**config.mk**
```make
export PLATFORM = sky130hd
export DESIGN_NAME = c2p_cell
export DESIGN_NICKNAME = d
export VERILOG_FILES = /design/src/rtl/c2p_pkg.sv /design/src/rtl/c2p_cell.sv
export SDC_FILE = /design/constraint.sdc
export NUM_CORES = 1
export LEC_CHECK = 0
export BUFFER_PORTS_ARGS = -buffer_cell sky130_fd_sc_hd__buf_2
export CAP_MARGIN = 20
export CORE_MARGIN = 4
export CORE_UTILIZATION = 55
export CTS_CLUSTER_SIZE = 25
export DETAILED_ROUTE_END_ITERATION = 8
export PLACE_DENSITY = 0.79
export SYNTH_ARGS = -nofsm -noshare
export SYNTH_HDL_FRONTEND = slang
export SYNTH_SLANG_ARGS = --single-unit
export TNS_END_PERCENT = 5
```
**constraint.sdc**
```tcl
create_clock -name aclk -period 18.79 [get_ports aclk]
set_input_delay 1.879 -clock aclk [delete_from_list [all_inputs] [get_ports aclk]]
set_output_delay 1.879 -clock aclk [all_outputs]
set_load 0.03 [all_outputs]
```
**src/rtl/c2p_pkg.sv**
```systemverilog
// ----------------------------------------------------------------------------
// c2p_pkg: shared types and constants for the Cartesian to polar converter
// Step counts, fixed-point constants, the arctangent table and the beat
// formats handed along the cell chain.
// ----------------------------------------------------------------------------
package c2p_pkg;

    // CORDIC micro-rotations; the table only covers 24
    localparam int ITERATIONS   = 16;
    localparam int ATAN_ENTRIES = 24;
    localparam int CORDIC_N     = (ITERATIONS < ATAN_ENTRIES) ? ITERATIONS : ATAN_ENTRIES;
    // square root of a 32-bit radicand: two radicand bits per step
    localparam int SQRT_N       = 16;
    localparam int NUM_CELLS    = (CORDIC_N > SQRT_N) ? CORDIC_N : SQRT_N;

    localparam int STEP_W = 5;
    localparam logic [STEP_W-1:0] CORDIC_STEPS = STEP_W'(CORDIC_N);
    localparam logic [STEP_W-1:0] SQRT_STEPS   = STEP_W'(SQRT_N);

    // angle in 2^-16 degree
    localparam logic signed [23:0] Z_MAX      = 24'(90 * 65536);
    localparam logic [24:0]        DEG_180    = 25'(180 * 65536);
    localparam logic [24:0]        DEG_360    = 25'(360 * 65536);
    localparam logic [24:0]        ROUND_HALF = 25'(512);
    localparam logic [14:0]        ANG_WRAP   = 15'(23040);
    localparam logic [15:0]        MAG_MAX    = 16'(46341);

    typedef struct packed {
        logic x_neg;
        logic y_neg;
        logic ax_zero;
        logic ay_zero;
    } c2p_flags_t;

    typedef struct packed {
        logic [15:0] ax;
        logic [15:0] ay;
        logic [30:0] sq_x;
        logic [30:0] sq_y;
        c2p_flags_t  flags;
    } c2p_front_t;

    typedef struct packed {
        logic signed [33:0] cx;
        logic signed [33:0] cy;
        logic signed [23:0] z;
        logic [31:0]        sq;     // radicand bits still to consume, MSB first
        logic [15:0]        root;
        logic [16:0]        rem;
        c2p_flags_t         flags;
    } c2p_cell_t;

    // atan(2^-i) in degrees, 2^-16 degree units, rounded
    function automatic logic [21:0] atan_q16(input logic [STEP_W-1:0] idx);
        logic [21:0] val;
        unique case (idx)
            5'd0:  val = 22'd2949120;
            5'd1:  val = 22'd1740967;
            5'd2:  val = 22'd919879;
            5'd3:  val = 22'd466945;
            5'd4:  val = 22'd234379;
            5'd5:  val = 22'd117304;
            5'd6:  val = 22'd58666;
            5'd7:  val = 22'd29335;
            5'd8:  val = 22'd14668;
            5'd9:  val = 22'd7334;
            5'd10: val = 22'd3667;
            5'd11: val = 22'd1833;
            5'd12: val = 22'd917;
            5'd13: val = 22'd458;
            5'd14: val = 22'd229;
            5'd15: val = 22'd115;
            5'd16: val = 22'd57;
            5'd17: val = 22'd29;
            5'd18: val = 22'd14;
            5'd19: val = 22'd7;
            5'd20: val = 22'd4;
            5'd21: val = 22'd2;
            5'd22: val = 22'd1;
            default: val = 22'd0;
        endcase
        return val;
    endfunction

endpackage

```
**src/rtl/c2p_cell.sv**
```systemverilog
// ----------------------------------------------------------------------------
// c2p_cell: one link of the processing chain
// One CORDIC vectoring micro-rotation and one square-root digit per beat.
// ----------------------------------------------------------------------------
module c2p_cell (
    input  logic                       aclk,
    input  logic                       aresetn,
    input  logic [c2p_pkg::STEP_W-1:0] cell_idx,
    input  logic                       in_valid,
    output logic                       in_ready,
    input  c2p_pkg::c2p_cell_t         in_data,
    output logic                       out_valid,
    input  logic                       out_ready,
    output c2p_pkg::c2p_cell_t         out_data
);
    import c2p_pkg::*;

    logic               valid_reg;
    c2p_cell_t          data_reg;
    c2p_cell_t          data_next;
    logic signed [33:0] cx;
    logic signed [33:0] cy;
    logic signed [33:0] dx;
    logic signed [33:0] dy;
    logic signed [23:0] atan;
    logic [18:0]        rem_w;
    logic [18:0]        trial;
    logic [18:0]        diff;

    assign in_ready = !valid_reg || out_ready;

    always_comb begin
        data_next = in_data;
        cx    = in_data.cx;
        cy    = in_data.cy;
        dx    = cy >>> cell_idx;   // floor shift
        dy    = cx >>> cell_idx;
        atan  = signed'({2'b00, atan_q16(cell_idx)});
        rem_w = {in_data.rem, in_data.sq[31:30]};
        trial = {1'b0, in_data.root, 2'b01};
        diff  = rem_w - trial;

        if (cell_idx < CORDIC_STEPS) begin
            if (cy > 34'sd0) begin
                data_next.cx = cx + dx;
                data_next.cy = cy - dy;
                data_next.z  = in_data.z + atan;
            end else begin
                data_next.cx = cx - dx;
                data_next.cy = cy + dy;
                data_next.z  = in_data.z - atan;
            end
        end

        if (cell_idx < SQRT_STEPS) begin
            data_next.sq = {in_data.sq[29:0], 2'b00};
            if (rem_w >= trial) begin
                data_next.rem  = diff[16:0];
                data_next.root = {in_data.root[14:0], 1'b1};
            end else begin
                data_next.rem  = rem_w[16:0];
                data_next.root = {in_data.root[14:0], 1'b0};
            end
        end
    end

    always_ff @(posedge aclk) begin
        if (!aresetn) begin
            valid_reg <= 1'b0;
        end else if (in_ready) begin
            valid_reg <= in_valid;
        end
    end

    always_ff @(posedge aclk) begin
        if (in_ready && in_valid) begin
            data_reg <= data_next;
        end
    end

    assign out_valid = valid_reg;
    assign out_data  = data_reg;

    // partial remainder never exceeds twice the partial root
    assert property (@(posedge aclk) disable iff (!aresetn)
        valid_reg |-> ({1'b0, data_reg.rem} <= {1'b0, data_reg.root, 1'b0}))
        else $error("c2p_cell: square-root remainder out of range");

endmodule

```
==> reports/metrics.yaml <==
run_status:
  outcome: "finished clean"
drt:
  viasPerCell: 6.69
  num_vias: 19000
  drt_drc_violations_left: 0
  wire_per_inst_um: 24.3
  postRouteAntennaNets: 0
  drt-initial-drc-count: 2287
  drt-total-wl_um: 69000
  dr.pass1.iters: 6
setup_path:
  crit_family: "compound AO/OA/AOI/OAI gates"
  critPathMaxFanout: 134
  worstReg2RegStart: "out_valid"
  r2r_setup_slack_ns: 16.53
  critPathBufInv: 2
  cp.required_ns: 18.98
  crit_chain: "clkbuf_8 -> buf_4 -> or2_2 -> o22ai_1 -> a211oi_1 -> ha_1 -> nand4_1 -> or3b_1 -> nand2b_1 -> o21ai_0 -> xor2_1 -> ha_1 -> nand2_1 -> o21ai_0 -> o311ai_0 -> a21oi_1 -> o41ai_1 -> o21ai_0 -> or4_1 -> a31oi_1 -> xor2_1 -> o21ai_0"
  r2r_end: "out_data[108]"
  cpMostUsedCell: "o21ai_0"
  critPathKind: "input pin to flip-flop"
  rr_worst_depth: 3
  cp-start-kind: "input pin"
  cp_slowest_cell: "o41ai_1"
  critPathMaxStageDelay_ns: 0.93
  arrival_ns: 9.95
  end_kind: "flip-flop"
worst_hold_path:
  min_from: "out_valid"
  whs_endpoint: "out_valid"
  hold_path_class: "flip-flop to flip-flop"
  worstHoldPathCells: 2
clock_tree:
  cts_max_level: 4
  cts_root_buf: "clkbuf_16"
  insertion_delay_ns: 0.49
  cts_tree: "yes"
  cts_buffer_depth: 2
  hold_buffers: 0
  ctsResizeCount: 0
  clkTransAtPathRegs_ns: 0.07
  post_cts_buffers: 0
  cts_buffers: 17
  cts.sinks: 162
timing:
  final-setup-viol-count: 0
  rsz0062_at_grt: "no"
  tightestPinTransition_ns: 1.05
  hold_viol_final: 0
  finClkSkew_ns: 0.0217
  maxSlewViolCount: 0
  min_period_ns: 9.76
  max_freq_mhz: 102
  slew_headroom_pct: 28.8
  timing.final.crit_share_pct: 51.9
  fin_setup_tns_ns: 0
synth:
  synth_flop_cell: "edfxtp_1"
  yosys_register_bits: 162
  synth-edff-count: 161
  yosys_warnings: 0
  synth_cell_types: 88
  syn_nets: 2420
  synth_area_um2: 19100
  synthArstFlopShare_pct: 0
  yosysSeqAreaShare_pct: 25.5
  avgSynthCellArea_um2: 8.94
  synthCells: 2132
layout:
  finalNonFillerCells: 2837
  diodes: 0
  syn2layout_area_growth_pct: 12.7
  fin_area_um2: 21500
  n_fill_cell: 2918
  nNetsFinal: 2664
  drive_gt1_share_pct: 23.9
place:
  dp_hpwl_um: 51900
  port_buffers: 332
  place.gp.congestion: 1.04
  postPlaceCellArea_um2: 20900
  dp_cells: 2805
pwr:
  ir_drop_mv: 0.0736
  power_density_nw_per_um2: 76.1
  p_leak_uw: 0.00892
die:
  die_y_um: 194
  dieArea_um2: 37700
  die_width_um: 194
  ioPinCount: 333
  num_rows: 67
  start_util_pct: 56.3
  core_um2: 33900
global_route:
  grt_usage_pct: 34.9
  grt_pass1_wl_um: 105000
  overflow: 0
  antenna_found_initial: 2
  grt_max_degree: 135
  grt_pass1_vias: 18100
run:
  cap_viol_max_count: 0
-- metrics by stage --
| step | worst slack, ns | utilization (%) | total power (uW) | hold WS [ns] |
|---|---|---|---|---|
| 2_1_floorplan | 11.12 | - | 1040 | 0.885 |
| 3_3_place_gp | 9.08 | 61.7 | 1240 | 0.516 |
| 3_5_place_dp | 8.88 | 61.7 | 1260 | 0.558 |
| 4_1_cts | 9.35 | 63.4 | 1620 | 0.581 |
| 5_1_grt | 8.58 | 63.4 | 1720 | 0.620 |
| 6_report | 9.03 | 63.4 | 1630 | 0.578 |
-- layer usage --
layer	GRT usage, %	share of wire, %
met1	45.4	39
met2	57.3	47
met3	8.17	11
met4	12.1	3.6
met5	0	0.039
-- worst max-delay path by stage --
stage | startpoint | endpoint | slack, ns | cells past startpoint
6_report | cell_idx[4] | out_data[157] | 9.03 | 22
5_1_grt | cell_idx[4] | out_data[157] | 8.58 | 22
4_1_cts | cell_idx[4] | out_data[157] | 9.35 | 22
3_5_place_dp | cell_idx[4] | out_data[157] | 8.88 | 22
3_3_place_gp | cell_idx[4] | out_data[157] | 9.08 | 22
2_1_floorplan | cell_idx[0] | out_data[157] | 11.12 | 26
-- power breakdown --
part	internal, uW	leakage [uW]	total [uW]	switching (uW)
logic	298	0.00706	806	508
registers	453	0.00158	463	9.99
clock network	189	0.000283	366	177
total	940	0.00892	1630	695
-- final cells by class --
| cell class | instances | area, um^2 | area share (%) |
|---|---|---|---|
| flip-flops and latches | 162 | 4850 | 22.6 |
| inverters | 67 | 251 | 1.17 |
| multi-input cells | 1774 | 13400 | 62.3 |
| clock buffers | 17 | 425 | 1.98 |
| clock inverters | 15 | 163 | 0.757 |
| well taps | 448 | 561 | 2.61 |
| repair buffers | 354 | 1850 | 8.59 |
-- worst reg2reg max path, cell delays in order, from the launching register on --
cell      delay, ns
dfxtp_1        0.32
nand2b_1       0.11
and2_4         0.48
buf_4          0.87
-- synthesized netlist by cell type, types with 27 or more instances --
master / instances / share of area [%]
a21o_1: 46 / 1.8
xnor2_1: 70 / 3.2
nand4_1: 27 / 0.89
nand3_1: 27 / 0.71
edfxtp_1: 161 / 25
ha_1: 115 / 7.6
inv_1: 64 / 1.3
mux2i_1: 71 / 3.7
buf_2: 30 / 0.79
nand2b_1: 36 / 1.2
mux4_2: 78 / 9.2
clkbuf_1: 68 / 1.3
a31oi_1: 28 / 0.92
nor3_1: 41 / 1.1
xor2_1: 76 / 3.5
o21ai_0: 189 / 5.0
a21oi_1: 134 / 3.5
nand2_1: 243 / 4.8
a211oi_1: 27 / 1.1
mux2_2: 67 / 4.0
nor2_1: 148 / 2.9
-- kinds of logic (layout without fill, tap and decap cells) --
kind of cell / after synthesis / in the layout / synth area share (%)
AOI/OAI and AO/OA: 642 / 642 / 21.7
and+or+nand+nor: 642 / 642 / 16.1
muxes: 226 / 226 / 17.8
buffers and inverters: 196 / 453 / 4.41
DFF: 162 / 162 / 25.5
xor gates and xnor gates: 146 / 146 / 6.71
adders and majority gates: 118 / 118 / 7.87
-- cell usage in the layout, fill, tap and decap left out, drive strengths merged, types with 11 or more instances in the layout --
cell type and count:
xor2 76, edfxtp 161, mux2 74, nand2b 36
inv 74, nor3 43, o31ai 19, clkbuf 18
and3 13, o211ai 18, nand4 27, a21oi 134
o21a 25, and2 16, nor2 149, a22oi 17
o21bai 11, a211oi 27, a21o 46, nor2b 21
nand2 243, nand3 27, or2 13, mux4 80
ha 115, xnor2 70, o21ai 192, a31oi 28
nor4 16, mux2i 72, buf 352
-- state kept, by name, summed over array words and instances (netlist names) --
signal     flops
out_valid      1
out_data     161
Power figures use the tool's default switching activity.
