$ cat config.mk
export PLATFORM = sky130hd
export DESIGN_NAME = c2p_back
export DESIGN_NICKNAME = d
export VERILOG_FILES = /design/src/rtl/c2p_pkg.sv /design/src/rtl/c2p_back.sv
export SDC_FILE = /design/constraint.sdc
export NUM_CORES = 1
export LEC_CHECK = 0
export ABC_AREA = 1
export BUFFER_PORTS_ARGS = -buffer_cell sky130_fd_sc_hd__buf_2
export CORE_MARGIN = 5
export CORE_UTILIZATION = 46
export CTS_CLUSTER_SIZE = 16
export DETAILED_ROUTE_END_ITERATION = 10
export GPL_TIMING_DRIVEN = 0
export PLACE_DENSITY = 0.82
export SLEW_MARGIN = 10
export SYNTH_ARGS = -nofsm -noshare
export SYNTH_HDL_FRONTEND = slang
export SYNTH_SLANG_ARGS = --single-unit
$ cat constraint.sdc
create_clock -name aclk -period 3.3 [get_ports aclk]
set_input_delay 0 -clock aclk [delete_from_list [all_inputs] [get_ports aclk]]
set_output_delay 0 -clock aclk [all_outputs]
set_load 0.01 [all_outputs]
$ cat src/rtl/c2p_pkg.sv
// ----------------------------------------------------------------------------
// c2p_pkg: shared types and constants for the Cartesian to polar converter
// Step counts, fixed-point constants, the arctangent table and the beat
// formats handed along the cell chain.
// ----------------------------------------------------------------------------
package c2p_pkg;

    // CORDIC micro-rotations; the table only covers 24
    localparam int ITERATIONS   = 16;
    localparam int ATAN_ENTRIES = 24;
    localparam int CORDIC_N     = (ITERATIONS < ATAN_ENTRIES) ? ITERATIONS : ATAN_ENTRIES;
    // square root of a 32-bit radicand: two radicand bits per step
    localparam int SQRT_N       = 16;
    localparam int NUM_CELLS    = (CORDIC_N > SQRT_N) ? CORDIC_N : SQRT_N;

    localparam int STEP_W = 5;
    localparam logic [STEP_W-1:0] CORDIC_STEPS = STEP_W'(CORDIC_N);
    localparam logic [STEP_W-1:0] SQRT_STEPS   = STEP_W'(SQRT_N);

    // angle in 2^-16 degree
    localparam logic signed [23:0] Z_MAX      = 24'(90 * 65536);
    localparam logic [24:0]        DEG_180    = 25'(180 * 65536);
    localparam logic [24:0]        DEG_360    = 25'(360 * 65536);
    localparam logic [24:0]        ROUND_HALF = 25'(512);
    localparam logic [14:0]        ANG_WRAP   = 15'(23040);
    localparam logic [15:0]        MAG_MAX    = 16'(46341);

    typedef struct packed {
        logic x_neg;
        logic y_neg;
        logic ax_zero;
        logic ay_zero;
    } c2p_flags_t;

    typedef struct packed {
        logic [15:0] ax;
        logic [15:0] ay;
        logic [30:0] sq_x;
        logic [30:0] sq_y;
        c2p_flags_t  flags;
    } c2p_front_t;

    typedef struct packed {
        logic signed [33:0] cx;
        logic signed [33:0] cy;
        logic signed [23:0] z;
        logic [31:0]        sq;     // radicand bits still to consume, MSB first
        logic [15:0]        root;
        logic [16:0]        rem;
        c2p_flags_t         flags;
    } c2p_cell_t;

    // atan(2^-i) in degrees, 2^-16 degree units, rounded
    function automatic logic [21:0] atan_q16(input logic [STEP_W-1:0] idx);
        logic [21:0] val;
        unique case (idx)
            5'd0:  val = 22'd2949120;
            5'd1:  val = 22'd1740967;
            5'd2:  val = 22'd919879;
            5'd3:  val = 22'd466945;
            5'd4:  val = 22'd234379;
            5'd5:  val = 22'd117304;
            5'd6:  val = 22'd58666;
            5'd7:  val = 22'd29335;
            5'd8:  val = 22'd14668;
            5'd9:  val = 22'd7334;
            5'd10: val = 22'd3667;
            5'd11: val = 22'd1833;
            5'd12: val = 22'd917;
            5'd13: val = 22'd458;
            5'd14: val = 22'd229;
            5'd15: val = 22'd115;
            5'd16: val = 22'd57;
            5'd17: val = 22'd29;
            5'd18: val = 22'd14;
            5'd19: val = 22'd7;
            5'd20: val = 22'd4;
            5'd21: val = 22'd2;
            5'd22: val = 22'd1;
            default: val = 22'd0;
        endcase
        return val;
    endfunction

endpackage

$ cat src/rtl/c2p_back.sv
// ----------------------------------------------------------------------------
// c2p_back: output stage
// Clamps and places the angle by quadrant, rounds both results, holds the beat.
// ----------------------------------------------------------------------------
module c2p_back (
    input  logic               aclk,
    input  logic               aresetn,
    input  logic               in_valid,
    output logic               in_ready,
    input  c2p_pkg::c2p_cell_t in_data,
    output logic               out_valid,
    input  logic               out_ready,
    output logic [15:0]        out_magnitude,
    output logic [14:0]        out_angle
);
    import c2p_pkg::*;

    logic        valid_reg;
    logic [15:0] mag_reg;
    logic [15:0] mag_next;
    logic [14:0] ang_reg;
    logic [14:0] ang_next;
    logic [22:0] phi_c;
    logic [22:0] phi;
    logic [24:0] full;
    logic [24:0] rsum;
    logic [14:0] ang_r;
    logic        y_pos;

    assign in_ready = !valid_reg || out_ready;

    always_comb begin
        // clamp first-quadrant angle to [0, 90 deg]
        priority if (in_data.z < 24'sd0) begin
            phi_c = 23'd0;
        end else if (in_data.z > Z_MAX) begin
            phi_c = Z_MAX[22:0];
        end else begin
            phi_c = in_data.z[22:0];
        end

        // on an axis the angle is exact
        priority if (in_data.flags.ay_zero) begin
            phi = 23'd0;
        end else if (in_data.flags.ax_zero) begin
            phi = Z_MAX[22:0];
        end else begin
            phi = phi_c;
        end

        y_pos = !in_data.flags.y_neg && !in_data.flags.ay_zero;
        priority if (y_pos) begin
            full = in_data.flags.x_neg ? (DEG_180 - 25'(phi)) : 25'(phi);
        end else if (in_data.flags.x_neg) begin
            full = DEG_180 + 25'(phi);
        end else if (in_data.flags.y_neg) begin
            full = DEG_360 - 25'(phi);
        end else begin
            full = 25'd0;
        end

        rsum  = full + ROUND_HALF;
        ang_r = rsum[24:10];
        ang_next = (ang_r >= ANG_WRAP) ? (ang_r - ANG_WRAP) : ang_r;

        mag_next = in_data.root + 16'({1'b0, in_data.root} < in_data.rem);
    end

    always_ff @(posedge aclk) begin
        if (!aresetn) begin
            valid_reg <= 1'b0;
        end else if (in_ready) begin
            valid_reg <= in_valid;
        end
    end

    always_ff @(posedge aclk) begin
        if (in_ready && in_valid) begin
            mag_reg <= mag_next;
            ang_reg <= ang_next;
        end
    end

    assign out_valid     = valid_reg;
    assign out_magnitude = mag_reg;
    assign out_angle     = ang_reg;

    assert property (@(posedge aclk) disable iff (!aresetn)
        valid_reg |-> (ang_reg < ANG_WRAP))
        else $error("c2p_back: angle not wrapped below a full turn");

    assert property (@(posedge aclk) disable iff (!aresetn)
        valid_reg |-> (mag_reg <= MAG_MAX))
        else $error("c2p_back: magnitude beyond largest possible distance");

endmodule

==> flow_summary.json <==
{
  "cp.arrival_ns": 3.25,
  "gp_congestion": 0.919,
  "worst_slew_pin_slew_ns": 0.587,
  "setup.worst_path.start": "in_data[22]",
  "status": "finished clean",
  "r2r_slack_ns": 1.93,
  "drive_above_1_share": 0.287,
  "drv_cap": 0,
  "path_clk_slew_ns": 0.07,
  "p_int_uw": 895,
  "place_hpwl_um": 7620,
  "design_area_um2": 4600,
  "synth_area_um2": 3640,
  "n_antenna_cell": 0,
  "antenna_left": 0,
  "power_frac_seq": 0.368,
  "cp_max_fo": 3,
  "yosysSeqAreaShare": 0.261,
  "postPlaceCellArea_um2": 4300,
  "grt.total_usage": 0.188,
  "layout_min_cycle_time_ns": 3.22,
  "cts_buffer_depth": 2,
  "final_cells": 768,
  "met3_usage": 0.0326,
  "busiest_layer": "met2",
  "cts-root-buf": "clkbuf_8",
  "clock.fmax_mhz": 311,
  "num_vias": 3876,
  "chipHeight_um": 99.0,
  "grt_setup_unrepaired": "yes",
  "p_leak_nw": 2.38,
  "fin_crit_sh": 0.974,
  "path_class": "input port to flip-flop",
  "r2r_cells": 2,
  "clkLatencyLatePin_ns": 0.28,
  "dp_cells": 754,
  "cts_tree": "yes",
  "sw_frac_of_total": 0.338,
  "r2r_end": "out_angle[5]$_DFFE_PP_",
  "async_reset_ff_frac": 0,
  "holdCritPathClass": "input port to flip-flop",
  "avgSynthCellArea_um2": 6.58,
  "slew_headroom": 0.608,
  "cp.required_ns": 3.33,
  "syn_inst": 554,
  "wire_per_inst_um": 12.2,
  "htreeDepth": 2,
  "whs_path_depth": 2,
  "ys_ff_latch": 32,
  "cts_made_buffers": 5,
  "dr.pass1.iters": 4,
  "initial_core_util": 0.472,
  "grt_pass1_vias": 3683,
  "clock_skew_ns": 0.00738,
  "worstSetupEndpoint": "out_magnitude[14]$_DFFE_PP_",
  "clkPwrFrac": 0.271,
  "slew_violations": 0,
  "fin_util": 0.595,
  "synth_cell_type_count": 37,
  "grt_use_met1": 0.235,
  "rr_startpoint": "out_valid$_SDFFE_PN0N_",
  "vdd_ir_drop_max_v": 0.000143,
  "cts_sinks": 32,
  "hold_viol": 0,
  "whs_ns": 0.0344,
  "port_buffers": 97,
  "critPathCaptureType": "flip-flop",
  "drtIter0Drc": 139,
  "rows": 32,
  "area_growth_syn_to_layout_pct": 26.2,
  "route.detailed.drc": 0,
  "dieWidth_um": 99.0,
  "fin_nets": 852,
  "grt-ovfl-total": 0,
  "finalSetupViolCount": 0,
  "p_sw_uw": 457,
  "wl_um": 9390,
  "pwr-share-comb": 0.361,
  "core_area_um2": 7730,
  "ios": 198,
  "grt_start_max_net_pins": 18,
  "yosys_warnings": 0,
  "synth_ff_type": "edfxtp_1",
  "dieArea_um2": 9800,
  "multiInputGateArea_um2": 2430,
  "synth_edf_count": 31,
  "worstSetupStartpointType": "input port",
  "antenna_found_initial": 0,
  "grt_pass1_wl_um": 15700,
  "power_density_nw_per_um2": 294,
  "fillers": 710,
  "regArea_um2": 951,
  "grt_util_met2": 0.327,
  "syn-num-nets": 741,
  "routed_via_density": 5.05
}
cell families (layout without fill, tap and decap cells):
kind of cell	count (synthesis)	after routing	share of synthesized area
DFF	32	32	0.261
xor gates and xnor gates	21	21	0.0505
buffers and inverters	100	212	0.109
and+or+nand+nor	325	325	0.409
AOI/OAI and AO/OA	54	54	0.0954
adders and majority gates	22	22	0.0755
through the flow:
| step | worst slack [ns] | setup TNS, ns | power (mW) |
|---|---|---|---|
| CTS | 0.0746 | 0 | 1.34 |
| global route | -0.111 | -0.200 | 1.45 |
| finish | 0.0842 | 0 | 1.35 |
| detailed placement | -0.542 | -1.85 | 0.968 |
| global placement | -0.438 | -1.26 | 0.946 |
| floorplan | 0.266 | 0 | 0.817 |
state kept, by name, indices dropped and copies added, names as in the netlist:
name / cells
out_magnitude: 16
out_angle: 15
out_valid: 1
worst min path at each step:
stage / from / endpoint / slack, ns
floorplan: out_ready / in_ready / 0.13
global placement: aresetn / out_valid$_SDFFE_PN0N_ / 0.26
detailed placement: aresetn / out_valid$_SDFFE_PN0N_ / 0.26
CTS: in_data[36] / out_magnitude[15]$_DFFE_PP_ / 0.03
global route: in_data[22] / out_magnitude[1]$_DFFE_PP_ / 0.02
finish: in_data[22] / out_magnitude[1]$_DFFE_PP_ / 0.03
power groups by stage:
stage	clock network, mW	logic [mW]	registers, mW
5_1_grt	0.397	0.549	0.501
3_5_place_dp	0	0.461	0.507
2_1_floorplan	0	0.292	0.525
4_1_cts	0.378	0.467	0.498
3_3_place_gp	0	0.440	0.506
6_report	0.367	0.487	0.498
synthesized netlist by cell type (4+ instances only):
| master | n | share of area |
|---|---|---|
| nor2_1 | 59 | 0.061 |
| o21ai_2 | 5 | 0.012 |
| o21a_1 | 4 | 0.0082 |
| inv_2 | 4 | 0.0041 |
| nand4_1 | 8 | 0.014 |
| nor2_2 | 9 | 0.015 |
| o21ai_0 | 19 | 0.026 |
| nor2_4 | 4 | 0.012 |
| xor2_1 | 14 | 0.034 |
| a21oi_1 | 14 | 0.019 |
| ha_1 | 22 | 0.076 |
| edfxtp_1 | 31 | 0.26 |
| nand3_1 | 52 | 0.071 |
| nand2_2 | 21 | 0.036 |
| nor3_1 | 6 | 0.0082 |
| o21ai_1 | 4 | 0.0055 |
| nand2_1 | 154 | 0.16 |
| xnor2_1 | 7 | 0.017 |
| inv_1 | 86 | 0.089 |
| nand3_2 | 7 | 0.019 |
timing repair:
| action | in CTS | in global routing |
|---|---|---|
| endpoints found under the setup margin | 2 | 7 |
| hold buffers | 1 | 0 |
| hold endpoints to repair | 1 | 0 |
| buffers inserted | 0 | 5 |
| resized for setup | 3 | 30 |
| pin swaps | 0 | 15 |
cells in the final DEF, fill, tap and decap left out, drive strengths merged, types with 3 or more instances in the layout:
cell    count
clkbuf      8
nand3      59
o21a        4
nor3        6
inv        90
ha         22
buf       110
edfxtp     31
nand3b      3
xnor2       7
nor2       72
a21oi      14
o21ai      29
nand4       9
nand2     176
xor2       14
final cells by class:
| class | instances | area share |
|---|---|---|
| buffer | 10 | 0.0131 |
| clock buffer | 5 | 0.0150 |
| clock inverter | 3 | 0.00925 |
| inverter | 90 | 0.0740 |
| multi-input combinational | 422 | 0.528 |
| sequential | 32 | 0.207 |
| tap | 102 | 0.0277 |
| timing repair buffer | 104 | 0.126 |
per-layer routing:
layer	vias to the layer above	share of wire
met5	-	0
met4	0	0.019
met3	18	0.057
met2	117	0.49
met1	1736	0.43
li1	2005	-
critical path, cell delays in order:
cell and delay, ns:
buf_8 0.11, ha_4 0.22, o21a_1 0.09, o21a_1 0.18, o21a_1 0.20, o21ai_2 0.15
a21oi_2 0.09, a2111oi_4 0.33, o221ai_1 0.17, a21oi_1 0.23, ha_2 0.25, ha_4 0.15
nand3_4 0.07, nand3b_1 0.22, nor3_2 0.28, nand3_2 0.14, nor2_4 0.15, nand2_2 0.08
xnor2_2 0.13
(Power assumes the default switching activity.)
