`src/rtl/c2p_pkg.sv`:
```
// ----------------------------------------------------------------------------
// c2p_pkg: shared types and constants for the Cartesian to polar converter
// Step counts, fixed-point constants, the arctangent table and the beat
// formats handed along the cell chain.
// ----------------------------------------------------------------------------
package c2p_pkg;

    // CORDIC micro-rotations; the table only covers 24
    localparam int ITERATIONS   = 16;
    localparam int ATAN_ENTRIES = 24;
    localparam int CORDIC_N     = (ITERATIONS < ATAN_ENTRIES) ? ITERATIONS : ATAN_ENTRIES;
    // square root of a 32-bit radicand: two radicand bits per step
    localparam int SQRT_N       = 16;
    localparam int NUM_CELLS    = (CORDIC_N > SQRT_N) ? CORDIC_N : SQRT_N;

    localparam int STEP_W = 5;
    localparam logic [STEP_W-1:0] CORDIC_STEPS = STEP_W'(CORDIC_N);
    localparam logic [STEP_W-1:0] SQRT_STEPS   = STEP_W'(SQRT_N);

    // angle in 2^-16 degree
    localparam logic signed [23:0] Z_MAX      = 24'(90 * 65536);
    localparam logic [24:0]        DEG_180    = 25'(180 * 65536);
    localparam logic [24:0]        DEG_360    = 25'(360 * 65536);
    localparam logic [24:0]        ROUND_HALF = 25'(512);
    localparam logic [14:0]        ANG_WRAP   = 15'(23040);
    localparam logic [15:0]        MAG_MAX    = 16'(46341);

    typedef struct packed {
        logic x_neg;
        logic y_neg;
        logic ax_zero;
        logic ay_zero;
    } c2p_flags_t;

    typedef struct packed {
        logic [15:0] ax;
        logic [15:0] ay;
        logic [30:0] sq_x;
        logic [30:0] sq_y;
        c2p_flags_t  flags;
    } c2p_front_t;

    typedef struct packed {
        logic signed [33:0] cx;
        logic signed [33:0] cy;
        logic signed [23:0] z;
        logic [31:0]        sq;     // radicand bits still to consume, MSB first
        logic [15:0]        root;
        logic [16:0]        rem;
        c2p_flags_t         flags;
    } c2p_cell_t;

    // atan(2^-i) in degrees, 2^-16 degree units, rounded
    function automatic logic [21:0] atan_q16(input logic [STEP_W-1:0] idx);
        logic [21:0] val;
        unique case (idx)
            5'd0:  val = 22'd2949120;
            5'd1:  val = 22'd1740967;
            5'd2:  val = 22'd919879;
            5'd3:  val = 22'd466945;
            5'd4:  val = 22'd234379;
            5'd5:  val = 22'd117304;
            5'd6:  val = 22'd58666;
            5'd7:  val = 22'd29335;
            5'd8:  val = 22'd14668;
            5'd9:  val = 22'd7334;
            5'd10: val = 22'd3667;
            5'd11: val = 22'd1833;
            5'd12: val = 22'd917;
            5'd13: val = 22'd458;
            5'd14: val = 22'd229;
            5'd15: val = 22'd115;
            5'd16: val = 22'd57;
            5'd17: val = 22'd29;
            5'd18: val = 22'd14;
            5'd19: val = 22'd7;
            5'd20: val = 22'd4;
            5'd21: val = 22'd2;
            5'd22: val = 22'd1;
            default: val = 22'd0;
        endcase
        return val;
    endfunction

endpackage

```
`src/rtl/c2p_front.sv`:
```
// ----------------------------------------------------------------------------
// c2p_front: input stage
// Takes absolute values, quadrant flags and the two squares of a beat.
// ----------------------------------------------------------------------------
module c2p_front (
    input  logic                aclk,
    input  logic                aresetn,
    input  logic                in_valid,
    output logic                in_ready,
    input  logic signed [15:0]  in_x,
    input  logic signed [15:0]  in_y,
    output logic                out_valid,
    input  logic                out_ready,
    output c2p_pkg::c2p_front_t out_data
);
    import c2p_pkg::*;

    logic               valid_reg;
    c2p_front_t         data_reg;
    c2p_front_t         data_next;
    logic signed [16:0] xe;
    logic signed [16:0] ye;
    logic signed [31:0] px;
    logic signed [31:0] py;

    assign in_ready = !valid_reg || out_ready;

    always_comb begin
        xe = 17'(in_x);
        ye = 17'(in_y);
        px = in_x * in_x;
        py = in_y * in_y;
        data_next.ax            = 16'(in_x[15] ? -xe : xe);
        data_next.ay            = 16'(in_y[15] ? -ye : ye);
        data_next.sq_x          = px[30:0];
        data_next.sq_y          = py[30:0];
        data_next.flags.x_neg   = in_x[15];
        data_next.flags.y_neg   = in_y[15];
        data_next.flags.ax_zero = (in_x == 16'sd0);
        data_next.flags.ay_zero = (in_y == 16'sd0);
    end

    always_ff @(posedge aclk) begin
        if (!aresetn) begin
            valid_reg <= 1'b0;
        end else if (in_ready) begin
            valid_reg <= in_valid;
        end
    end

    always_ff @(posedge aclk) begin
        if (in_ready && in_valid) begin
            data_reg <= data_next;
        end
    end

    assign out_valid = valid_reg;
    assign out_data  = data_reg;

endmodule

```
`config.mk`:
```
export PLATFORM = sky130hd
export DESIGN_NAME = c2p_front
export DESIGN_NICKNAME = d
export VERILOG_FILES = /design/src/rtl/c2p_pkg.sv /design/src/rtl/c2p_front.sv
export SDC_FILE = /design/constraint.sdc
export NUM_CORES = 1
export LEC_CHECK = 0
export BUFFER_PORTS_ARGS = -buffer_cell sky130_fd_sc_hd__buf_2
export CORE_MARGIN = 1.5
export CORE_UTILIZATION = 59
export CTS_CLUSTER_SIZE = 25
export DETAILED_ROUTE_END_ITERATION = 7
export PLACE_DENSITY = 0.84
export SLEW_MARGIN = 20
export SYNTH_ARGS = -nofsm -noshare
export SYNTH_HDL_FRONTEND = slang
export SYNTH_SLANG_ARGS = --single-unit
```
`constraint.sdc`:
```
create_clock -name aclk -period 12.78 [get_ports aclk]
set_clock_uncertainty 0.2 [all_clocks]
set_input_delay 1.278 -clock aclk [delete_from_list [all_inputs] [get_ports aclk]]
set_output_delay 1.278 -clock aclk [all_outputs]
set_load 0.005 [all_outputs]
```
==> key figures, run 1 <==
Clock network
  – Clk_lat worst skew: 0.37 ns
  – CTS root buf: clkbuf_16
  – Post_cts resized: 0
  – Setup bufs post-CTS: 0
  – CTS Buffer Depth: 2
  – CTS H-tree depth: 3
  – Clk slew on worst S/H paths: 0.07 ns
  – CTS sink count: 95
  – CTS tree: yes
  – Hold-fix buffers, CTS: 0
  – CTS Buf Count: 9

Cells and area
  – Most common cell after layout, fill and taps aside: inv_1
  – Fin nets: 2908
  – Synthesis-to-finish area growth: 6.13%
  – Register area: 2840 µm²
  – Most frequent cells in the layout: 635 x inv_1, 458 x fa_1, 180 x ha_1
  – Non-Filler Instances: 2700
  – Filler cell count: 2800
  – Multi-input logic area: 15600 µm²
  – Layout cells sized above 1: 8.40%
  – Antenna diodes: 0

Status
  – Outcome: completed

Setup path
  – Slowest stage delay, CP: 0.78 ns
  – CP Class: primary input to flip-flop
  – Critical path data required time: 12.76 ns
  – Reg2reg setup slack: 10.55 ns
  – CP arrival: 8.20 ns
  – Reg2Reg Depth: 3
  – RR Startpoint: out_valid
  – Crit end category: flip-flop
  – Critical Path, Cell by Cell: buf_2 -> inv_1 -> nor2_1 -> fa_1 -> inv_1 -> fa_1 -> inv_1 -> fa_1 -> fa_1 -> fa_1 -> inv_1 -> fa_1 -> inv_1 -> ha_1 -> nand3_1 -> or3_1 -> o22ai_2 -> o2111ai_2 -> a41oi_2 -> nor4_1 -> a311oi_1
  – Crit Reg-Reg Endpoint: out_data[89]
  – Most common cell on crit path: fa_1
  – Slowest-stage cell, CP: fa_1
  – CP max FO: 28
  – Worst setup SP type: primary input

Route
  – Vias post-DR: 14900
  – Routed WL per cell: 17.4 µm
  – Starting DRT DRC Count: 1094
  – DRC viols: 0
  – DRT antenna net count: 0
  – Via/cell ratio: 5.51
  – Final Routed Wirelength: 47100 µm
  – Drt first pass iters: 6

STA
  – Slew headroom: 41.5%
  – Crit path time final: 8.23 ns
  – Final hold vios: 0
  – Fmax: 0.122 GHz
  – Worst slew pin tran: 0.877 ns
  – Fin. max-slew vios: 0
  – Final setup fails: 0
  – RSZ-0062 raised after global routing: false
  – Setup TNS: 0 ns
  – Final Cycle Share: 64.4%

Synthesis
  – Post-synthesis cell type count: 70
  – Top post-synthesis cells by area: fa_1 43%, edfxtp_1 13%, inv_1 11%, ha_1 11%, xnor2_1 3.8%
  – Post-Syn Area: 21100 µm²
  – Ys Warns: 0
  – Number of synthesized flops with an enable pin: 94
  – Avg Inst Size Synth: 9.80 µm²
  – Cell taking the most area after synthesis: fa_1
  – Seq cells post-synth: 95
  – Ys flop type: edfxtp_1
  – Top cell type's share of synthesized area: 43.5%
  – Async S/R FF share, synth: 0%
  – Post-Syn Instances: 2152
  – Seq/Total Area, Yosys: 13.5%

Floorplanning
  – Ports: 136
  – Starting Density: 59.6%
  – DIE WIDTH: 192 µm
  – Core ar.: 35400 µm²
  – Row count: 69
  – Die Y: 192 µm
  – Die area: 36900 µm²

Hold path
  – Hold path cells: 2
  – Hold Path Class: flip-flop to flip-flop
  – Hold Path End: out_valid
  – Hold Crit Start: out_valid

Placement
  – Final GP Congestion: 0.964
  – Hpwl dp: 39200 µm
  – Dpl cells: 2684
  – Buffers added on ports: 133

Flow run
  – # Max-Cap Violations: 0

Global route
  – Initial antenna violation count: 0
  – Vias in the first global route: 16400
  – First-pass GRT wire length: 79800 µm
  – Tot GR Track Use: 28.0%
  – Grt total ovfl: 0
  – Largest net degree at the start of global routing: 65
[synth_stat cells (all sizes together), types with 6 or more instances]
cell type and instances:
a211oi 12, a21o 21, a21oi 43, a31o 6, and2 49, buf 19, clkbuf 45, clkinv 7
edfxtp 94, fa 458, ha 180, inv 637, nand2 173, nand2b 8, nand3 19, nand4 6
nor2 119, nor3 12, nor4 7, o21a 7, o21ai 36, o21bai 7, o31ai 14, or2 7
xnor2 92, xor2 18
[state kept, by name, indices dropped and copies added, names as in the netlist]
signal,flops
out_data,94
out_valid,1
[final cells by class]
type	count	area share [%]
multi-input cells	1350	69.6
flip-flops and latches	95	12.7
inverters	644	10.8
repair buffers	134	3.01
well taps	461	2.58
clock buffers	9	1.01
clock inverters	7	0.330
[metrics by stage]
step           cell area (µm²)  utilization (%)  hold WS (ns)  setup WS (ns)
2_1_floorplan            21100                -         0.337           4.98
3_3_place_gp             22100             62.4         0.314           4.66
3_5_place_dp             22100             62.4         0.344           4.34
4_1_cts                  22400             63.2         0.354           4.64
5_1_grt                  22400             63.2         0.420           4.27
6_report                 22400             63.2         0.345           4.55
[how the worst max path moves through the flow]
stage | to | start | cells after the start
detailed placement | out_data[34] | in_y[15] | 21
global route | out_data[34] | in_y[15] | 21
finish | out_data[34] | in_y[15] | 21
CTS | out_data[34] | in_y[15] | 21
floorplan | out_data[34] | in_y[15] | 23
global placement | out_data[34] | in_y[15] | 21
[cell families (layout without fill, tap and decap cells)]
logic type,Yosys count,count (layout),synth area share (%)
xor+xnor,110,110,4.57
fa+ha+maj,638,638,54.2
simple gates,414,414,8.74
other cells,1,2,0.0178
buf+inv,708,794,12.7
compound gates,184,184,6.18
flops,95,95,13.5
mux,2,2,0.107
[per-layer routing]
| metal | GRT usage [%] | vias up | share of wire [%] |
|---|---|---|---|
| li1 | - | 6577 | - |
| met1 | 37.7 | 7534 | 40 |
| met2 | 46.7 | 643 | 50 |
| met3 | 4.44 | 115 | 7.8 |
| met4 | 9.06 | 0 | 2.8 |
| met5 | 0 | - | 0 |
[worst max-delay path: cells and delay by family]
| family | cells | cell delay, ns |
|---|---|---|
| AOI/OAI and AO/OA | 4 | 0.91 |
| and+or+nand+nor | 4 | 0.89 |
| buffers and inverters | 6 | 1.39 |
| adders and majority gates | 7 | 3.73 |
Power of run 1 is not shown: default switching activity piles up to over one toggle a cycle in this logic, so the estimate is an artifact.
==> run 2: changes to the inputs <==
--- a/config.mk
+++ b/config.mk
@@ -7,10 +7,10 @@
 export LEC_CHECK = 0
 export BUFFER_PORTS_ARGS = -buffer_cell sky130_fd_sc_hd__buf_2
 export CORE_MARGIN = 1.5
-export CORE_UTILIZATION = 59
+export CORE_UTILIZATION = 58
 export CTS_CLUSTER_SIZE = 25
 export DETAILED_ROUTE_END_ITERATION = 7
-export PLACE_DENSITY = 0.84
+export PLACE_DENSITY = 0.86
 export SLEW_MARGIN = 20
 export SYNTH_ARGS = -nofsm -noshare
 export SYNTH_HDL_FRONTEND = slang
==> constraint.sdc (replaced) <==
create_clock -name aclk -period 6.8 [get_ports aclk]
set_clock_uncertainty 0.2 [all_clocks]
set_input_delay 0.68 -clock aclk [delete_from_list [all_inputs] [get_ports aclk]]
set_output_delay 0.68 -clock aclk [all_outputs]
set_load 0.005 [all_outputs]
==> key figures, run 2 (synthesis results as in run 1) <==
Global route
  – Met3 global-route usage: 4.92% (+0.48 points)
  – First-pass GRT wire length: 80900 µm (+1.3%)
  – Initial antenna violation count: 0 (unchanged)
  – Grt met2 use: 47.2% (+0.50 points)
  – Grt total ovfl: 0 (unchanged)
  – Met1 usage: 34.7% (-3.0 points)
  – Tot GR Track Use: 27.3% (-0.74 points)
  – Global route hottest layer: met2
  – Largest net degree at the start of global routing: 52 (-20%)
  – Vias in the first global route: 16700 (+2.4%)

Status
  – Outcome: finished, violations left
  – Failing checks: design-rule violations

Floorplanning
  – Die Y: 194 µm (+0.85%)
  – Die area: 37500 µm² (+1.7%)
  – Ports: 136 (unchanged)
  – Starting Density: 59.1% (-0.43 points)
  – DIE WIDTH: 194 µm (+0.85%)
  – Core ar.: 35700 µm² (+0.73%)
  – Row count: 69 (unchanged)

Cells and area
  – Layout cells sized above 1: 12.3% (+3.9 points)
  – Most common cell after layout, fill and taps aside: inv_1
  – Filler cell count: 2755 (-1.6%)
  – Max reg flops: 94 (unchanged)
  – Fin nets: 2985 (+2.6%)
  – Synthesis-to-finish area growth: 9.41%
  – Most frequent cells in the layout: 633 x inv_1, 457 x fa_1, 178 x ha_1
  – Non-Filler Instances: 2777 (+2.9%)
  – Antenna diodes: 0 (unchanged)
  – Final Cell Area: 23100 µm² (+3.1%)

STA
  – Fmax: 0.150 GHz
  – Slew headroom: 49.2% (+7.6 points)
  – Crit path time final: 6.67 ns
  – Fin. max-slew vios: 0 (unchanged)
  – Worst slew pin tran: 0.755 ns (-0.122 ns)
  – Worst Hold Slack: 0.352 ns (+0.00662 ns)
  – Final setup fails: 0 (unchanged)
  – Final hold vios: 0 (unchanged)
  – Final Cycle Share: 98.0%

Setup path
  – CP arrival: 6.65 ns (-1.55 ns)
  – RR Startpoint: out_valid
  – Most common cell on crit path: fa_1
  – Reg2reg setup slack: 4.83 ns (-5.72 ns)
  – Crit end category: flip-flop
  – CP max FO: 6 (-79%)
  – Worst setup SP type: primary input
  – CP Class: primary input to flip-flop
  – Crit Reg-Reg Endpoint: out_data[93]
  – Slowest-stage cell, CP: fa_2
  – Critical path data required time: 6.78 ns (-5.98 ns)
  – Critical Path, Cell by Cell: buf_2 -> clkinvlp_4 -> nor2_4 -> fa_2 -> inv_1 -> fa_1 -> inv_2 -> fa_1 -> fa_1 -> fa_1 -> inv_1 -> fa_1 -> inv_1 -> ha_1 -> nand3_2 -> or3_1 -> o22ai_4 -> o2111ai_2 -> a41oi_2 -> nor4_2 -> a311oi_2
  – Reg2Reg Depth: 4 (+1)
  – Slowest stage delay, CP: 0.68 ns (-0.10 ns)

Route
  – Vias post-DR: 15000 (+0.93%)
  – Drt first pass iters: 7 (+1)
  – DRC viols: 14 (+14)
  – Via/cell ratio: 5.40 (-1.9%)
  – DRT antenna net count: 0 (unchanged)
  – Routed WL per cell: 17.1 µm (-2.0%)
  – Final Routed Wirelength: 47500 µm (+0.81%)
  – Starting DRT DRC Count: 1001 (-8.5%)

Clock network
  – CTS sink count: 95 (unchanged)
  – CTS Buffer Depth: 2 (unchanged)
  – Clk slew on worst S/H paths: 0.08 ns (about the same)
  – CTS H-tree depth: 3 (unchanged)
  – CTS root buf: clkbuf_16
  – Clk_lat worst skew: 0.38 ns (about the same)
  – CTS tree: yes
  – CTS Buf Count: 9 (unchanged)

Placement
  – Final GP Congestion: 0.945 (-1.9%)
  – Dpl cells: 2756 (+2.7%)
  – Cell Area, Placed: 22600 µm² (+2.6%)
  – Buffers added on ports: 133 (unchanged)
  – Hpwl dp: 40800 µm (+4.1%)

Hold path
  – Hold path cells: 2 (unchanged)
  – Hold Path End: out_valid
  – Hold Path Class: flip-flop to flip-flop
  – Hold Crit Start: out_valid

Flow run
  – # Max-Cap Violations: 0 (unchanged)
==> run 2: changes by cell type in the layout (fill, tap and decap cells not counted), moves of 4 or more <==
cell	before	now
clkinvlp_4	0	4
nor2_2	0	5
buf_2	133	127
clkbuf_4	0	6
buf_4	1	77
nor2_1	119	113
==> run 2: final cells by class <==
class / instances / area (µm²) / share of cell area, %
multi-input combinational: 1350 / 15600 / 67.8
sequential: 95 / 2840 / 12.3
inverter: 644 / 2420 / 10.5
timing repair buffer: 211 / 1290 / 5.58
tap: 461 / 577 / 2.50
clock buffer: 9 / 225 / 0.976
clock inverter: 7 / 71.3 / 0.309
==> run 2: stage by stage <==
| step | setup WS (ns) | TNS (ns) | utilization [%] |
|---|---|---|---|
| 3_3_place_gp | 0.0173 | 0 | 63.4 |
| 4_1_cts | 0.0205 | 0 | 64.3 |
| 3_5_place_dp | -0.308 | -0.458 | 63.5 |
| 2_1_floorplan | 0.0316 | 0 | - |
| 5_1_grt | -0.0608 | -0.0608 | 64.7 |
| 6_report | 0.133 | 0 | 64.7 |
==> run 2: per-layer routing <==
metal  vias up  wire length, µm
met5         -                0
li1       6738                -
met1      7617            18500
met4         0             1510
met2       527            24200
met3       126             3280
==> run 2: critical path: cells and delay by family <==
family | cells | cell delay, ns
compound gates | 4 | 1.03
simple gates | 4 | 0.77
buf+inv | 6 | 0.55
fa+ha+maj | 7 | 3.63
==> run 2: worst max path at each step <==
| stage | from | slack [ns] | to | depth (start not counted) |
|---|---|---|---|---|
| global placement | in_y[15] | 0.02 | out_data[34] | 21 |
| global route | in_y[1] | -0.06 | out_data[34] | 21 |
| floorplan | in_y[15] | 0.03 | out_data[34] | 23 |
| detailed placement | in_y[10] | -0.31 | out_data[34] | 21 |
| finish | in_y[1] | 0.13 | out_data[34] | 21 |
| CTS | in_y[15] | 0.02 | out_data[34] | 21 |
==> run 2: what timing repair did <==
| action | in CTS | in global routing |
|---|---|---|
| gates resized for setup | 0 | 26 |
| hold buffers | 0 | 0 |
| setup buffers | 0 | 5 |
| endpoints found under the setup margin | 0 | 3 |
Power of run 2 is left out for the same reason.
==> run 3: changes to the inputs <==
--- a/config.mk
+++ b/config.mk
@@ -5,7 +5,7 @@
 export SDC_FILE = /design/constraint.sdc
 export NUM_CORES = 1
 export LEC_CHECK = 0
-export BUFFER_PORTS_ARGS = -buffer_cell sky130_fd_sc_hd__buf_2
+export BUFFER_PORTS_ARGS = -buffer_cell sky130_fd_sc_hd__buf_4
 export CORE_MARGIN = 1.5
 export CORE_UTILIZATION = 58
 export CTS_CLUSTER_SIZE = 25
==> key figures, run 3 (synthesis results as in run 1) <==
Clock network
  – Clk slew on worst S/H paths: 0.08 ns (about the same)
  – Clk_lat worst skew: 0.38 ns (about the same)
  – Setup bufs post-CTS: 0 (unchanged)
  – Hold-fix buffers, CTS: 0 (unchanged)
  – CTS Buf Count: 9 (unchanged)
  – CTS Buffer Depth: 2 (unchanged)
  – CTS tree: yes
  – CTS sink count: 95 (unchanged)
  – CTS H-tree depth: 3 (unchanged)
  – Post_cts resized: 0 (unchanged)
  – CTS root buf: clkbuf_16

Setup path
  – Worst setup SP type: primary input
  – CP Class: primary input to flip-flop
  – Critical path data required time: 6.77 ns (about the same)
  – CP arrival: 6.54 ns (-0.11 ns)
  – CP max FO: 17 (+11)
  – Crit end category: flip-flop

Global route
  – Vias in the first global route: 16800 (+0.63%)
  – First-pass GRT wire length: 82400 µm (+1.9%)
  – Initial antenna violation count: 0 (unchanged)
  – Largest net degree at the start of global routing: 60 (+15%)
  – Grt total ovfl: 0 (unchanged)
  – Tot GR Track Use: 28.0% (+0.73 points)

Route
  – Via/cell ratio: 5.44 (+0.75%)
  – Final Routed Wirelength: 48700 µm (+2.5%)
  – DRC viols: 14 (unchanged)
  – Routed WL per cell: 17.7 µm (+3.5%)
  – Drt first pass iters: 8 (+1)
  – Starting DRT DRC Count: 1107 (+11%)
  – Vias post-DR: 15000 (-0.19%)
  – DRT antenna net count: 0 (unchanged)

STA
  – Fin. max-slew vios: 0 (unchanged)
  – Final worst slack: 0.225 ns (+0.0913 ns)
  – Slew headroom: 44.3% (-4.9 points)
  – Setup TNS: 0 ns (unchanged)
  – Worst slew pin tran: 0.829 ns (+0.0732 ns)
  – Final Cycle Share: 96.7% (-1.3 points)
  – Crit path time final: 6.58 ns (-0.0913 ns)
  – Final hold vios: 0 (unchanged)
  – RSZ-0062 raised after global routing: false
  – Fmax: 0.152 GHz (+1.4%)
  – Final setup fails: 0 (unchanged)

Placement
  – Final GP Congestion: 0.962 (+1.7%)
  – Hpwl dp: 41000 µm (+0.53%)
  – Pre-CTS WS: -0.346 ns (-0.0378 ns)
  – Buffers added on ports: 133 (unchanged)

Floorplanning
  – DIE WIDTH: 194 µm (unchanged)
  – Die area: 37500 µm² (unchanged)
  – Core ar.: 35700 µm² (unchanged)
  – Row count: 69 (unchanged)
  – Starting Density: 59.1% (unchanged)
  – Ports: 136 (unchanged)
  – Die Y: 194 µm (unchanged)

Status
  – Failing checks: design-rule violations
  – Outcome: finished, violations left

Cells and area
  – Core Util, Final: 64.8% (+0.084 points)
  – Multi-input logic area: 15600 µm² (-0.42%)
  – Register area: 2840 µm² (unchanged)
  – Filler cell count: 2761 (+0.22%)
  – Most common cell after layout, fill and taps aside: inv_1
  – Fin nets: 2959 (-0.87%)
  – Most frequent cells in the layout: 634 x inv_1, 457 x fa_1, 185 x buf_4
  – Max reg flops: 94 (unchanged)
  – Antenna diodes: 0 (unchanged)
  – Synthesis-to-finish area growth: 9.56%
  – Layout cells sized above 1: 10.6% (-1.7 points)

Hold path
  – Hold Path Class: flip-flop to flip-flop

Flow run
  – # Max-Cap Violations: 0 (unchanged)
[run 3: cell count changes in the layout (fill, tap and decap cells not counted), sizes merged]
cell and delta:
buf -20, clkbuf -6, clkinv +3, clkinvlp -3
[run 3: worst paths after layout]
| path | start | to | slack [ns] | cells past startpoint |
|---|---|---|---|---|
| max | in_y[1] | out_data[24] | 0.22 | 21 |
| min | out_valid | out_valid | 0.35 | 2 |
| max reg2reg | out_valid | out_data[63] | 4.56 | 3 |
| min reg2reg | out_valid | out_valid | 0.35 | 2 |
[run 3: worst max-delay path, stage by stage]
cell      delay (ns)
buf_4           0.10
buf_4           0.25
nand2_1         0.14
fa_1            0.49
fa_1            0.53
fa_1            0.51
inv_1           0.06
fa_1            0.50
fa_1            0.50
inv_1           0.05
fa_1            0.47
inv_1           0.04
ha_1            0.36
nand3_1         0.25
nor2_1          0.10
a211oi_2        0.41
o31ai_1         0.30
a21oi_2         0.30
o21bai_1        0.10
a21oi_1         0.18
xnor2_1         0.21
[run 3: area by class of cell]
cell class / count / area share, %
tap: 461 / 2.50
clock inverter: 7 / 0.314
multi-input combinational: 1350 / 67.4
clock buffer: 9 / 0.975
sequential: 95 / 12.3
inverter: 644 / 10.5
timing repair buffer: 185 / 6.01
[run 3: stage by stage]
| step | hold WS (ns) | instances | cell area (µm²) |
|---|---|---|---|
| 3_3_place_gp | 0.324 | 2735 | 22800 |
| 5_1_grt | 0.342 | 2751 | 23100 |
| 3_5_place_dp | 0.343 | 2735 | 22800 |
| 6_report | 0.355 | 2751 | 23100 |
| 4_1_cts | 0.339 | 2751 | 23100 |
| 2_1_floorplan | 0.337 | 2153 | 21100 |
[run 3: routing by layer]
layer  part of all wire [%]  GRT usage (%)  wire [µm]
met5                      0              0          0
met4                    3.1           10.1       1520
met3                    7.0           5.50       3430
met2                     50           47.9      24600
met1                     39           35.6      19200
Power of run 3 is left out for the same reason.
